File: src/rtl/hevl_ram.sv
// Generic single-clock RAM, one write port, one registered read port.
`default_nettype none
module hevl_ram #(
  parameter int W = 8,
  parameter int D = 256
) (
  input  wire logic                 clk,
  input  wire logic                 we,
  input  wire logic [$clog2(D)-1:0] waddr,
  input  wire logic [W-1:0]         wdata,
  input  wire logic [$clog2(D)-1:0] raddr,
  output logic      [W-1:0]         rdata
);
  logic [W-1:0] mem [D];

  always_ff @(posedge clk) begin
    if (we) begin
      mem[waddr] <= wdata;
    end
    rdata <= mem[raddr];
  end
endmodule
`default_nettype wire

File: config.mk
export PLATFORM = sky130hd
export DESIGN_NAME = hevl_ram
export DESIGN_NICKNAME = d
export VERILOG_FILES = /design/src/rtl/hevl_ram.sv
export SDC_FILE = /design/constraint.sdc
export NUM_CORES = 2
export LEC_CHECK = 0
export BUFFER_PORTS_ARGS = -buffer_cell sky130_fd_sc_hd__buf_2
export CAP_MARGIN = 10
export CORE_ASPECT_RATIO = 0.75
export CORE_MARGIN = 5
export CORE_UTILIZATION = 60
export DETAILED_ROUTE_END_ITERATION = 7
export GPL_TIMING_DRIVEN = 0
export PLACE_DENSITY = 0.79
export REMOVE_ABC_BUFFERS = 1
export SYNTH_ARGS = -nofsm -noshare
export SYNTH_HDL_FRONTEND = slang
export SYNTH_SLANG_ARGS = --single-unit
File: constraint.sdc
create_clock -name clk -period 2.9 [get_ports clk]
set_input_delay 0.58 -clock clk [delete_from_list [all_inputs] [get_ports clk]]
set_output_delay 0.58 -clock clk [all_outputs]
set_load 0.02 [all_outputs]
==> results.md <==
- Fin worst setup slack: -0.0882 ns
- Core area: 131000 um^2
- DIE HEIGHT: 325 um
- Worst path required time: 3.56 ns
- Largest family of logic cells by synthesized area: multiplexers
- Pins Over Slew Limit: 0
- Post-synth top flop: edfxtp_1
- Clk sinks: 2056
- Routed WL: 209 mm
- Non-filler cells, final: 5726
- Die W: 430 um
- Worst R2R Path Depth: 6
- Deepest clock path buffer count: 3
- Fraction of layout cells with a size suffix above 1: 23.7%
- CP Capture Type: register
- Async S/R FF share, synth: 0%
- Htree depth: 4
- RSZ-0062 raised after global routing: true
- Final core utilization: 67.8%
- Post-Synth XOR/XNOR Area: 0%
- CP max FO: 23
- PortBufs: 33
- Distinct cells, synth: 55
- EDFF count, synth: 2048
- FP Rows: 115
- TritonCTS Buffers: 177
- Placed cells: 5344
- Drt first pass iters: 6
- Failing checks: negative setup slack
- Leading area contributor after synthesis: edfxtp_1
- Final hold vios: 0
- Peak supply drop: 0.763 mV
- Slew @ Worst Pin: 1.05 ns
- Final setup fails: 118
- Netlist Area Pre-Place: 79600 um^2
- Top cells by area, synth: edfxtp_1, mux4_2, mux2i_1, nor2_1, a22oi_1
- CP arrival: 3.65 ns
- Post-synthesis mux area share: 14.6%
- Clk_skew: 0.0269 ns
- Largest net degree at the start of global routing: 161
- Root buffer cell: clkbuf_16
- Vias in the first global route: 41100
- Starting DRT DRC Count: 7056
- Post-synthesis sequential area ratio: 77.5%
- LEAKAGE: 27.5 nW
- Ports: 34
- Final RePlAce weighted congestion: 0.820
- Synth warn: 0
- Adder-cell area share of the yosys netlist: 0%
- Initial antenna violation count: 6
- Setup CP Type: in2reg
- # DRC: 0
- GR Util All Layers: 29.8%
- Final period utilization: 103%
- Syn Inst Count: 3733
- Final min period: 2.99 ns
- Global-route wire length before repair: 298 mm
- Post-synthesis simple-gate area fraction: 2.63%
- Relative slew slack: 28.9%
- Worst Hold Class: in2reg
- Die area: 140000 um^2
- Nets: 3839
- Layout area overhead: 12.0%
- Status: complete, but fails checks
- Syn_area_per_cell: 21.3 um^2
- CTS tree: yes
- Final HPWL DP: 110 mm
- Complex-gate fraction of the synthesized area: 3.42%
- Synthesized flop and latch total: 2056
- Post-synth top area share: 77.3%
- Initial Util: 60.6%
- Setup Total Neg Slack: -3.36 ns
- Clock Latency Late Sink: 0.81 ns
- Post-DRT Antenna Nets: 0
- Drt via density: 7.18
- Startpoint Class: primary input
- Wirelength per Cell: 36.6 um
- Grt total ovfl: 0
- Worst-path clk slew: 0.07 ns
- Fmax: 335 MHz
- Worst Hold Depth: 1
- Maximum Capacitance Violations: 0
- Routed vias: 41100
- Hold Buf Count CTS: 0
- Power per cell area: 675 nW/um^2
==> kinds of logic after synthesis <==
family	count (synthesis)
AND/OR/NAND/NOR	466
buffers and inverters	235
multiplexers	591
AO/OA/AOI/OAI	385
flip-flops	2056
==> synth_stat cells (24+ instances only) <==
| cell type | n |
|---|---|
| o22ai_1 | 28 |
| nor4_1 | 24 |
| buf_4 | 27 |
| buf_2 | 31 |
| clkbuf_1 | 111 |
| edfxtp_1 | 2048 |
| a22oi_1 | 133 |
| o221ai_1 | 46 |
| nand2_1 | 33 |
| nor2b_1 | 31 |
| nor2_1 | 282 |
| mux4_2 | 454 |
| a21oi_1 | 96 |
| mux2i_1 | 134 |
| nand3_1 | 34 |
==> timing repair <==
item                                    CTS  global route
pin swaps                                 9             7
gates cloned                             25             1
endpoints found under the setup margin   71           128
gates resized for setup                  52            36
setup buffers                             8            11
==> layout by cell type, fill, tap and decap left out, types with 27 or more instances in the layout <==
cell type and n:
clkinv_1 38, mux2i_1 134, mux4_2 454, nand2_1 33, a21oi_1 96, clkbuf_16 180, clkinv_2 32, nor2b_1 27
clkbuf_1 29, edfxtp_1 2048, a22oi_1 125, o221ai_1 46, o22ai_1 28, buf_16 38, nor2_1 264
==> per-stage QoR <==
| stage | worst slack [ns] | instance area, um^2 | power [W] | hold WS, ns |
|---|---|---|---|---|
| floorplan | -0.0878 | 78100 | 0.0346 | 0.679 |
| global placement | -17.42 | 80500 | 0.0371 | 0.999 |
| detailed placement | -2.58 | 81900 | 0.0363 | 0.999 |
| CTS | -0.0219 | 88800 | 0.0600 | 0.256 |
| global route | -0.108 | 89100 | 0.0616 | 0.279 |
| finish | -0.0882 | 89100 | 0.0602 | 0.244 |
==> report_power, final <==
| group | leakage, nW | internal, W | switching [W] |
|---|---|---|---|
| combinational | 6.20 | 0.00119 | 0.00217 |
| clock | 2.82 | 0.0131 | 0.0109 |
| sequential | 18.5 | 0.0327 | 0.0000364 |
==> flip-flops by register name, indices dropped and copies added (netlist names) <==
name / count
mem: 2048
rdata: 8
==> final cells by class <==
cell class                      count  area [um^2]
Sequential cell                  2056        61700
Fill cell                        7598        42300
Multi-Input combinational cell   1443        16900
Clock buffer                      216         4710
Timing Repair Buffer              133         2470
Tap cell                         1755         2200
Clock inverter                    110         1060
Antenna cell                       11         27.5
Inverter                            2         15.0
==> layer usage <==
layer	share of wire (%)	GRT usage, %	up-vias
met5	0.0067	0	-
met3	15	9.50	560
li1	-	-	15900
met4	4.4	11.7	2
met2	46	44.5	3478
met1	35	41.9	21200
==> critical path, stage by stage <==
cell and delay [ns]:
buf_16 0.20, buf_16 0.15, buf_4 0.34, bufbuf_16 0.40, mux4_2 0.54, mux4_2 0.54, nor2_1 0.20, a2111oi_2 0.11
nor3_2 0.44, nor4_2 0.11
==> path summary, 6_finish.rpt <==
path / start / to / slack (ns)
worst min register to register: mem[4][2]$_DFFE_PP_ / rdata[2]$_DFF_P_ / 1.17
worst max register to register: mem[34][3]$_DFFE_PP_ / rdata[3]$_DFF_P_ / 0.32
worst max-delay path: raddr[0] / rdata[2]$_DFF_P_ / -0.09
worst min-delay path: wdata[0] / mem[32][0]$_DFFE_PP_ / 0.24
No activity file was read; power rests on OpenSTA's default activity.
