==> src/rtl/hevl_pkg.sv <==
// Shared constants and types for the half-ellipsoid voxel labeler.
`default_nettype none
package hevl_pkg;

  localparam int DimXDef      = 64;
  localparam int DimYDef      = 64;
  localparam int DimZDef      = 64;
  localparam int MaxRadiusDef = 16;

  localparam int CfgW    = 7;
  localparam int CfgIdxW = 2;
  localparam int RadW    = 12;
  localparam int NrmW    = 16;
  localparam int PosW    = 6;
  localparam int LabW    = 8;
  localparam int CntW    = 16;
  localparam int RrW     = 2 * RadW;
  localparam int QW      = 33;

  typedef enum logic [1:0] {
    KIND_LOAD  = 2'd0,
    KIND_STAMP = 2'd1,
    KIND_READ  = 2'd2,
    KIND_CLEAR = 2'd3
  } kind_t;

  localparam logic [CfgIdxW-1:0] REG_SIZE_X = 2'd0;
  localparam logic [CfgIdxW-1:0] REG_SIZE_Y = 2'd1;
  localparam logic [CfgIdxW-1:0] REG_SIZE_Z = 2'd2;

endpackage
`default_nettype wire

==> src/rtl/hevl_div.sv <==
// Restoring divider: q = floor(n * 2^32 / d) for n < 2*d, one quotient bit a cycle.
`default_nettype none
module hevl_div #(
  parameter int NW = 30
) (
  input  wire logic                      clk,
  input  wire logic                      rst_n,
  input  wire logic                      start,
  input  wire logic [NW-1:0]             num,
  input  wire logic [hevl_pkg::RrW-1:0]  den,
  output logic                           done,
  output logic      [hevl_pkg::QW-1:0]   quot
);
  localparam int RW = ((NW > hevl_pkg::RrW) ? NW : hevl_pkg::RrW) + 1;
  localparam int CW = $clog2(hevl_pkg::QW + 1);

  logic [RW-1:0] rem_r;
  logic [CW-1:0] cnt_r;
  logic          busy_r;
  logic          first_r;
  logic [RW:0]   trial;
  logic          ge;

  always_comb begin
    trial = first_r ? {1'b0, rem_r} : {rem_r, 1'b0};
    ge    = trial >= (RW+1)'(den);
  end

  always_ff @(posedge clk) begin
    if (!rst_n) begin
      busy_r <= 1'b0;
      done   <= 1'b0;
    end else begin
      done <= 1'b0;
      if (start) begin
        busy_r  <= 1'b1;
        first_r <= 1'b1;
        rem_r   <= RW'(num);
        cnt_r   <= CW'(hevl_pkg::QW);
      end else if (busy_r) begin
        first_r <= 1'b0;
        rem_r   <= ge ? RW'(trial - (RW+1)'(den)) : RW'(trial);
        quot    <= {quot[hevl_pkg::QW-2:0], ge};
        cnt_r   <= cnt_r - CW'(1);
        if (cnt_r == CW'(1)) begin
          busy_r <= 1'b0;
          done   <= 1'b1;
        end
      end
    end
  end
endmodule
`default_nettype wire

==> config.mk <==
export PLATFORM = sky130hd
export DESIGN_NAME = hevl_div
export DESIGN_NICKNAME = d
export VERILOG_FILES = /design/src/rtl/hevl_pkg.sv /design/src/rtl/hevl_div.sv
export SDC_FILE = /design/constraint.sdc
export NUM_CORES = 1
export LEC_CHECK = 0
export BUFFER_PORTS_ARGS = -buffer_cell sky130_fd_sc_hd__clkbuf_2
export CAP_MARGIN = 20
export CORE_ASPECT_RATIO = 1.1
export CORE_MARGIN = 4
export CORE_UTILIZATION = 30
export DETAILED_ROUTE_END_ITERATION = 7
export PLACE_DENSITY = 0.51
export SETUP_SLACK_MARGIN = 0.2
export SKIP_LAST_GASP = 1
export SYNTH_ARGS = -nofsm -noshare
export SYNTH_HDL_FRONTEND = slang
export SYNTH_SLANG_ARGS = --single-unit
==> constraint.sdc <==
create_clock -name clk -period 3.95 [get_ports clk]
set_clock_uncertainty 0.05 [all_clocks]
set_input_delay 0.9875 -clock clk [delete_from_list [all_inputs] [get_ports clk]]
set_output_delay 0.9875 -clock clk [all_outputs]
set_load 0.005 [all_outputs]
==> flow_metrics.tcl, run 1 <==
set metrics [dict create \
    chipHeight_um 142 \
    period_share 0.886 \
    routed_wl_um 12400 \
    tns_ns 0 \
    cts_tree "done" \
    grt.met3_usage 0.0313 \
    fin_util 0.380 \
    clk_path_buf_depth 2 \
    clkLatencyLatePin_ns 0.34 \
    final_antenna_net_count 0 \
    syn_to_final_growth_pct 23.1 \
    cts-root-buf "clkbuf_16" \
    dpl_worst_slack_ns 0.106 \
    synth_top_area_cell "edfxtp_1" \
    gr-usage-met2 0.228 \
    clkTransAtPathRegs_ns 0.06 \
    cp_top_family "multiplexers" \
    routed_via_density 4.98 \
    cts.sinks 73 \
    cts_made_buffers 9 \
    rsz0062_at_grt "false" \
    crit_path_cell_trace "buf_12 > mux2_2 > ha_1 > o21a_1 > a21oi_2 > nand2_2 > a21o_1 > o31ai_4 > and3_1 > inv_2 > mux2_4 > mux2_4" \
    grt_busiest_layer "met2" \
    place_hpwl_um 9230 \
    required_ns 3.99 \
    grt_pass1_wl_um 20100 \
    stdcell_area_um2 6000 \
    hold_violations 0 \
    htree_levels 3 \
    critPathMaxStageDelay_ns 0.39 \
    cp_max_fo 21 \
    grt_max_degree 42 \
    synth.area.top_cells "edfxtp_1 (44%), ha_1 (6.7%), mux2_2 (5.5%)" \
    p_leak_nw 2.50 \
    grt_pass1_vias 4101 \
    min_period_ns 3.50 \
    synthCells 498 \
    cap_violations 0 \
    worst_pin_slew_ns 0.967 \
    worst_slack_ns 0.450 \
    drcViolationCount 0 \
    power_mw 2.55 \
    grt_overflow 0 \
    wl_per_cell_um 15.5 \
    gr-usage-met1 0.178 \
    final_max_slew_viol_count 0 \
    final_common_cell "clkbuf_2" \
    critPathKind "flop to flop" \
    worstSetupEndpointType "flop" \
    dr_total_vias 3983 \
    detail_route.first_pass.iterations 4 \
    worstSetupStartpointType "flop" \
    hold_path.class "flop to flop" \
    synth_ff_type "edfxtp_1" \
    core-area_um2 15800 \
    row_count 48 \
    final_cell_mix "clkbuf_2 (90), edfxtp_1 (71), nand2_1 (60)" \
    drt-initial-drc-count 154 \
    io_buffers 90 \
    synth_top_area_share 0.438 \
    drive_gt1_frac 0.268 \
    dpl_cell_area_um2 5590 \
    setup_viol 0 \
    synth_nets 582 \
    n_antenna_cell 0 \
    hold_buffers 0 \
    place_congestion 0.891 \
    synth_cell_types 52 \
    worstPathArrival_ns 3.54 \
    crit_slowest_cell "edfxtp_1" \
    p_per_area_nw_per_um2 425 \
    cp.buffers_inverters 2 \
    synth-async-reset-ratio 0 \
    ir_worst_vdd_uv 188 \
    die_x_um 130 \
    ys.warnings.count 0 \
    syn_avg_cell_area_um2 9.78 \
    grt_antenna_before_repair 0 \
    num_io_pins 91 \
    clock.fmax_mhz 286 \
    synth-seq-cells 73 \
    seq_area_frac_synth 0.446 \
    synth-edff-count 71 \
    syn-cell-area_um2 4870 \
    die_area_um2 18300 \
    relSlewSlack 0.355 \
    start_util 0.308 \
    status "completed" \
    final_nets 679 \
    grt_usage 0.138 \
    crit_top_cell "mux2_4" \
]
-- timing repair --
action | 4_1_cts | 5_1_grt
endpoints found under the setup margin | 0 | 14
setup buffers | 0 | 4
gates resized for setup | 0 | 2
-- worst reg2reg max path: cells and delay by family (launching register included) --
family	cells	cell delay [ns]
multiplexers	3	0.93
AND/OR/NAND/NOR	2	0.36
flip-flops	1	0.39
adder cells (fa/ha/maj)	1	0.36
AO/OA/AOI/OAI	4	0.86
buffers and inverters	2	0.31
-- layout make-up --
cell class,instances,area [um^2]
Clock buffer,10,229
Clock inverter,6,116
Fill cell,1624,9800
Inverter,34,128
Multi-Input combinational cell,368,2480
Sequential cell,73,2170
Tap cell,200,250
Timing Repair Buffer,109,627
-- cell families (layout without fill, tap and decap cells) --
family,Yosys count,in the layout,synth area share
flops,73,73,0.446
fa+ha+maj,27,27,0.0709
simple gates,157,157,0.144
mux,37,37,0.0842
buf+inv,57,159,0.0467
xor+xnor,27,27,0.0485
compound gates,120,120,0.159
-- report_power, final --
part | switching, mW | internal [mW] | total [mW]
Sequential | 0.0258 | 0.910 | 0.936
Clock | 0.324 | 0.620 | 0.944
Combinational | 0.372 | 0.300 | 0.673
Total | 0.722 | 1.83 | 2.55
-- cells in the mapped netlist (2+ instances only) --
cell / number
mux2_2: 24
a31oi_1: 18
buf_4: 3
mux2i_1: 11
clkbuf_1: 16
a211oi_1: 5
nand2b_1: 6
a31o_2: 2
nand3_1: 6
dfxtp_1: 2
nor2_1: 46
nand3b_1: 2
xnor2_1: 18
o31ai_1: 2
mux2_4: 2
buf_1: 2
o21ai_0: 17
o21bai_1: 2
a21oi_1: 38
or3_1: 3
a211o_1: 3
a21oi_2: 2
and3_1: 2
a21o_1: 7
buf_2: 2
o211ai_1: 7
nand4_1: 11
edfxtp_1: 71
inv_1: 33
nor3_1: 10
ha_1: 26
nor2b_1: 5
a2bb2oi_1: 3
o21a_1: 5
nand2_1: 60
xor2_1: 9
and2_1: 2
-- layer usage --
layer  part of all wire  wire length [um]
met1               0.46              5740
met2               0.47              5810
met3              0.047               585
met4              0.018               223
met5                  0                 0
-- final timing paths --
check,start,endpoint,slack (ns),cells after the start
max,first_r$_SDFFCE_PP1P_,rem_r[11]$_DFFE_PP_,0.45,12
min,quot[24]$_DFFE_PP_,quot[25]$_DFFE_PP_,0.40,0
max reg2reg,first_r$_SDFFCE_PP1P_,rem_r[11]$_DFFE_PP_,0.45,12
min reg2reg,quot[24]$_DFFE_PP_,quot[25]$_DFFE_PP_,0.40,0
-- stage by stage --
step	std cells	hold WS, ns
5_1_grt	800	0.413
3_5_place_dp	779	0.388
6_report	800	0.403
4_1_cts	795	0.405
3_3_place_gp	779	0.386
2_1_floorplan	498	0.402
-- registers in the layout (all words and copies together) (netlist names) --
name,flops
busy_r,1
cnt_r,6
done,1
first_r,1
quot,33
rem_r,31
Note: power is estimated with default switching activity, not from simulation.
==> run 2, diff against run 1 <==
--- a/config.mk
+++ b/config.mk
@@ -5,13 +5,13 @@
 export SDC_FILE = /design/constraint.sdc
 export NUM_CORES = 1
 export LEC_CHECK = 0
-export BUFFER_PORTS_ARGS = -buffer_cell sky130_fd_sc_hd__clkbuf_2
-export CAP_MARGIN = 20
+export BUFFER_PORTS_ARGS = -buffer_cell sky130_fd_sc_hd__buf_2
 export CORE_ASPECT_RATIO = 1.1
 export CORE_MARGIN = 4
 export CORE_UTILIZATION = 30
 export DETAILED_ROUTE_END_ITERATION = 7
 export PLACE_DENSITY = 0.51
+export RECOVER_POWER = 50
 export SETUP_SLACK_MARGIN = 0.2
 export SKIP_LAST_GASP = 1
 export SYNTH_ARGS = -nofsm -noshare
==> run 2 against run 1 <==
Compared with the run above: the flow now finishes with violations (max-capacitance violations, max-slew violations); die area is the same; sequential power is essentially flat; worst hold slack lost 0.0060 ns; largest power group unchanged; register-to-register slack is essentially flat; fmax shrank 0.19%; wire length shrank 0.68%.
==> flow_metrics.tcl, run 2 (synthesis results as in run 1) <==
set metrics [dict create \
    required_ns 3.99 \
    hold_path.class "flop to flop" \
    io_buffers 90 \
    cp_max_fo 19 \
    num_io_pins 91 \
    hp-start "quot[0]$_DFFE_PP_" \
    die_area_um2 18300 \
    worstSetupEndpointType "flop" \
    clkLatencyLatePin_ns 0.34 \
    start_util 0.308 \
    final_common_cell "buf_2" \
    place_congestion 0.894 \
    grt_pass1_vias 4051 \
    min_path_cells 0 \
    r2r_slack_ns 0.44 \
    tns_ns 0 \
    critPathKind "flop to flop" \
    routed_via_density 4.95 \
    row_count 48 \
    worstSetupStartpointType "flop" \
    rr_endpoint "rem_r[11]$_DFFE_PP_" \
    final_cell_mix "buf_2 (86), edfxtp_1 (71), nand2_1 (60)" \
    drt-initial-drc-count 147 \
    p_leak_nw 2.43 \
    p_per_area_nw_per_um2 428 \
    routed_wl_um 12300 \
    cap_violations 1 \
    wl_per_cell_um 15.4 \
    setup_viol 0 \
    hold_violations 0 \
    n_antenna_cell 0 \
    fillers 1619 \
    cts.sinks 73 \
    critPathMaxStageDelay_ns 0.39 \
    final_antenna_net_count 0 \
    chipHeight_um 142 \
    status "finished, violations left" \
    worstPathArrival_ns 3.55 \
    syn_to_final_growth_pct 22.2 \
    place_hpwl_um 9240 \
    drcViolationCount 0 \
    clock.fmax_mhz 285 \
    core-area_um2 15800 \
    worstHoldEndpoint "quot[1]$_DFFE_PP_" \
    worst_pin_slew_ns 1.69 \
    final_nets 676 \
    regMostFlops "quot" \
    grt_usage 0.138 \
    dpl_cell_area_um2 5600 \
    ir_worst_vdd_uv 183 \
    hold_buffers 0 \
    detail_route.first_pass.iterations 4 \
    grt_overflow 0 \
    cts_made_buffers 9 \
    rr_worst_depth 13 \
    stdcell_area_um2 5960 \
    clkTransAtPathRegs_ns 0.06 \
    largestRegisters "quot: 33 flops, rem_r: 31 flops, cnt_r: 6 flops" \
    drive_gt1_frac 0.255 \
    final_max_slew_viol_count 34 \
    largest_reg_flops 33 \
    period_share 0.888 \
    crit_slowest_cell "edfxtp_1" \
    grt_antenna_before_repair 0 \
    power_mw 2.55 \
    rsz0062_at_grt "false" \
    cts-root-buf "clkbuf_16" \
    reg2reg_from "first_r$_SDFFCE_PP1P_" \
    grt_max_degree 39 \
    htree_levels 3 \
    failed_checks "max-capacitance violations, max-slew violations" \
    grt_pass1_wl_um 20100 \
    min_period_ns 3.51 \
    clk_path_buf_depth 2 \
    crit_path_cell_trace "buf_4 > buf_6 > mux2_2 > ha_1 > nand2_1 > nor2_1 > nand2_1 > nor3_1 > a31oi_1 > and3_4 > inv_2 > mux2_4 > mux2_4" \
    dr_total_vias 3943 \
    die_x_um 130 \
    cts_tree "done" \
    relSlewSlack -0.124 \
]
==> run 2: changes by cell type in the layout (fill, tap and decap cells not counted) <==
| cell | before | now |
|---|---|---|
| clkinv_4 | 3 | 1 |
| and3_1 | 2 | 1 |
| ha_2 | 1 | 0 |
| clkbuf_1 | 1 | 7 |
| buf_6 | 1 | 3 |
| and3_4 | 0 | 1 |
| buf_4 | 16 | 10 |
| clkbuf_16 | 10 | 9 |
| clkinvlp_4 | 0 | 1 |
| clkbuf_2 | 90 | 0 |
| buf_2 | 0 | 86 |
| ha_1 | 25 | 26 |
| inv_6 | 0 | 1 |
==> run 2: layer usage <==
layer  share of wire  track usage
met1            0.46        0.180
met2            0.47        0.227
met3           0.059       0.0388
met4           0.010       0.0356
met5               0            0
==> run 2: critical path, delay by kind of cell (launching register included) <==
kind,cells,cell delay (ns)
AO/OA/AOI/OAI,1,0.16
multiplexers,3,0.90
flip-flops,1,0.39
adder cells (fa/ha/maj),1,0.39
buffers and inverters,3,0.49
AND/OR/NAND/NOR,5,0.88
==> run 2: what timing repair did <==
action	in CTS	in global routing
gates resized for setup	0	5
endpoints found under the setup margin	0	8
buffers inserted	0	1
==> run 2: worst max-delay path by stage <==
stage                                      to  slack, ns                  start  cells after the start
after floorplan           rem_r[11]$_DFFE_PP_       0.25  first_r$_SDFFCE_PP1P_                     14
after global placement     rem_r[1]$_DFFE_PP_       0.20                 den[5]                     12
after detailed placement   rem_r[1]$_DFFE_PP_       0.06                 den[5]                     12
after CTS                  rem_r[1]$_DFFE_PP_       0.24  first_r$_SDFFCE_PP1P_                     12
after global routing       rem_r[2]$_DFFE_PP_       0.23  first_r$_SDFFCE_PP1P_                     14
final                     rem_r[11]$_DFFE_PP_       0.44  first_r$_SDFFCE_PP1P_                     13
==> run 2: per-stage QoR <==
stage / cells / utilization / hold WS (ns) / worst slack [ns]
3_5_place_dp: 780 / 0.355 / 0.378 / 0.0632
5_1_grt: 797 / 0.377 / 0.403 / 0.234
2_1_floorplan: 498 / - / 0.402 / 0.247
3_3_place_gp: 780 / 0.355 / 0.381 / 0.199
6_report: 797 / 0.377 / 0.397 / 0.443
4_1_cts: 796 / 0.376 / 0.391 / 0.241
==> run 2: cell type report <==
| class | count | area (um^2) | area share |
|---|---|---|---|
| Clock buffer | 10 | 229 | 0.0384 |
| Sequential cell | 73 | 2170 | 0.365 |
| Timing Repair Buffer | 106 | 582 | 0.0977 |
| Multi-Input combinational cell | 368 | 2480 | 0.416 |
| Inverter | 34 | 128 | 0.0214 |
| Tap cell | 200 | 250 | 0.0420 |
| Clock inverter | 6 | 115 | 0.0193 |
==> run 2: where the power goes <==
group	internal [mW]	switching [mW]
Combinational	0.293	0.364
Clock	0.621	0.335
Sequential	0.910	0.0252
==> run 3, diff against run 2 <==
--- a/config.mk
+++ b/config.mk
@@ -10,6 +10,7 @@
 export CORE_MARGIN = 4
 export CORE_UTILIZATION = 30
 export DETAILED_ROUTE_END_ITERATION = 7
+export MAX_ROUTING_LAYER = met4
 export PLACE_DENSITY = 0.51
 export RECOVER_POWER = 50
 export SETUP_SLACK_MARGIN = 0.2
==> run 3 against run 2 <==
Compared with the run above: combinational power is essentially flat; sequential power is essentially flat; worst setup slack lost 0.0050 ns; wire length grew 0.18%; the flow still finishes with violations (max-capacitance violations, max-slew violations); cell area is the same; clock power is essentially flat; cell count is the same; register-to-register slack is essentially flat; non-clock buffer count is the same; sequential share of layout area is the same; die area is the same.
==> flow_metrics.tcl, run 3 (synthesis results as in run 1) <==
set metrics [dict create \
    clk_path_buf_depth 2 \
    cts.sinks 73 \
    critPathKind "flop to flop" \
    clkTransAtPathRegs_ns 0.06 \
    dpl_cell_area_um2 5600 \
    tns_ns 0 \
    failed_checks "max-capacitance violations, max-slew violations" \
    rr_worst_depth 13 \
    status "finished, violations left" \
    detail_route.first_pass.iterations 4 \
    cp_top_family "multiplexers" \
    cts_tree "done" \
    rr_endpoint "rem_r[11]$_DFFE_PP_" \
    start_util 0.308 \
    grt_max_degree 39 \
    crit_slowest_cell "edfxtp_1" \
    worst_pin_slew_ns 1.70 \
    p_per_area_nw_per_um2 428 \
    worstSetupEndpointType "flop" \
    period_share 0.889 \
    min_period_ns 3.51 \
    critPathMaxStageDelay_ns 0.39 \
    holdWs_ns 0.397 \
    grt_overflow 0 \
    drive_gt1_frac 0.255 \
    rsz0062_at_grt "false" \
    cts_made_buffers 9 \
    crit_path_cell_trace "buf_4 > buf_6 > mux2_2 > ha_1 > nand2_1 > nor2_1 > nand2_1 > nor3_1 > a31oi_1 > and3_4 > inv_2 > mux2_4 > mux2_4" \
    regMostFlops "quot" \
    clkLatencyLatePin_ns 0.34 \
    place_congestion 0.909 \
    setup_viol 0 \
    final_common_cell "buf_2" \
    core-area_um2 15800 \
    routed_wl_um 12300 \
    chipHeight_um 142 \
    drcViolationCount 0 \
    hold_violations 0 \
    hold_path.class "flop to flop" \
    place_hpwl_um 9240 \
    syn_to_final_growth_pct 22.2 \
    cp.buffers_inverters 3 \
    grt_antenna_before_repair 0 \
    grt_pass1_vias 4053 \
    min_path_cells 0 \
    worstSetupStartpointType "flop" \
    wl_per_cell_um 15.4 \
    cts-root-buf "clkbuf_16" \
    n_antenna_cell 0 \
    final_antenna_net_count 0 \
    relSlewSlack -0.133 \
    htree_levels 3 \
    r2r_slack_ns 0.44 \
    num_io_pins 91 \
    dr_total_vias 3948 \
    io_buffers 90 \
    grt_usage 0.142 \
    die_area_um2 18300 \
    hold_buffers 0 \
    reg2reg_from "first_r$_SDFFCE_PP1P_" \
    row_count 48 \
    hp-start "quot[0]$_DFFE_PP_" \
    die_x_um 130 \
    final_nets 676 \
    routed_via_density 4.95 \
    cap_violations 1 \
    drt-initial-drc-count 164 \
    ir_worst_vdd_uv 183 \
    worstHoldEndpoint "quot[1]$_DFFE_PP_" \
    p_leak_nw 2.43 \
    final_cell_mix "buf_2 (86), edfxtp_1 (71), nand2_1 (60)" \
    final_max_slew_viol_count 34 \
    grt_pass1_wl_um 20100 \
    cp_max_fo 19 \
    required_ns 3.99 \
    largest_reg_flops 33 \
    largestRegisters "quot: 33 flops, rem_r: 31 flops, cnt_r: 6 flops" \
    stdcell_area_um2 5960 \
    worstPathArrival_ns 3.56 \
    fillers 1619 \
    clock.fmax_mhz 285 \
]
[run 3: cell counts in the layout (fill, tap and decap cells not counted)]
No cell type changed its count.
[run 3: how the worst max path moves through the flow]
stage	slack, ns	end	depth (start not counted)	start
2_1_floorplan	0.25	rem_r[11]$_DFFE_PP_	14	first_r$_SDFFCE_PP1P_
3_3_place_gp	0.20	rem_r[1]$_DFFE_PP_	12	den[5]
3_5_place_dp	0.06	rem_r[1]$_DFFE_PP_	12	den[5]
4_1_cts	0.24	rem_r[1]$_DFFE_PP_	12	first_r$_SDFFCE_PP1P_
5_1_grt	0.23	rem_r[2]$_DFFE_PP_	14	first_r$_SDFFCE_PP1P_
6_report	0.44	rem_r[11]$_DFFE_PP_	13	first_r$_SDFFCE_PP1P_
[run 3: report_power, final]
group,switching (mW),internal [mW]
Combinational,0.364,0.293
Clock,0.336,0.621
Sequential,0.0252,0.910
[run 3: per-stage QoR]
step	setup slack, ns	total power [mW]	cells	util
floorplan	0.247	1.44	498	-
global placement	0.199	1.60	780	0.355
detailed placement	0.0632	1.60	780	0.355
CTS	0.241	2.58	796	0.376
global route	0.234	2.71	797	0.377
finish	0.438	2.55	797	0.377
[run 3: layout make-up]
class	instances	area [um^2]	area share
multi-input cells	368	2480	0.416
flip-flops and latches	73	2170	0.365
repair buffers	106	582	0.0977
well taps	200	250	0.0420
clock buffers	10	229	0.0384
inverters	34	128	0.0214
clock inverters	6	115	0.0193
[run 3: metal layers]
layer  GRT usage  up-vias  part of all wire
li1            -     2000                 -
met1       0.181     1833              0.46
met2       0.227      104              0.47
met3      0.0369       11             0.064
met4      0.0356        0             0.010
met5           -        -                 0
[run 3: what timing repair did]
action                                  CTS  global route
buffers inserted                          0             1
gates resized for setup                   0             5
endpoints found under the setup margin    0             8
[run 3: worst reg2reg max path, cell delays in order (launching register included)]
cell,delay [ns]
edfxtp_1,0.39
buf_4,0.21
buf_6,0.20
mux2_2,0.37
ha_1,0.39
nand2_1,0.15
nor2_1,0.15
nand2_1,0.09
nor3_1,0.26
a31oi_1,0.17
and3_4,0.23
inv_2,0.08
mux2_4,0.29
mux2_4,0.25
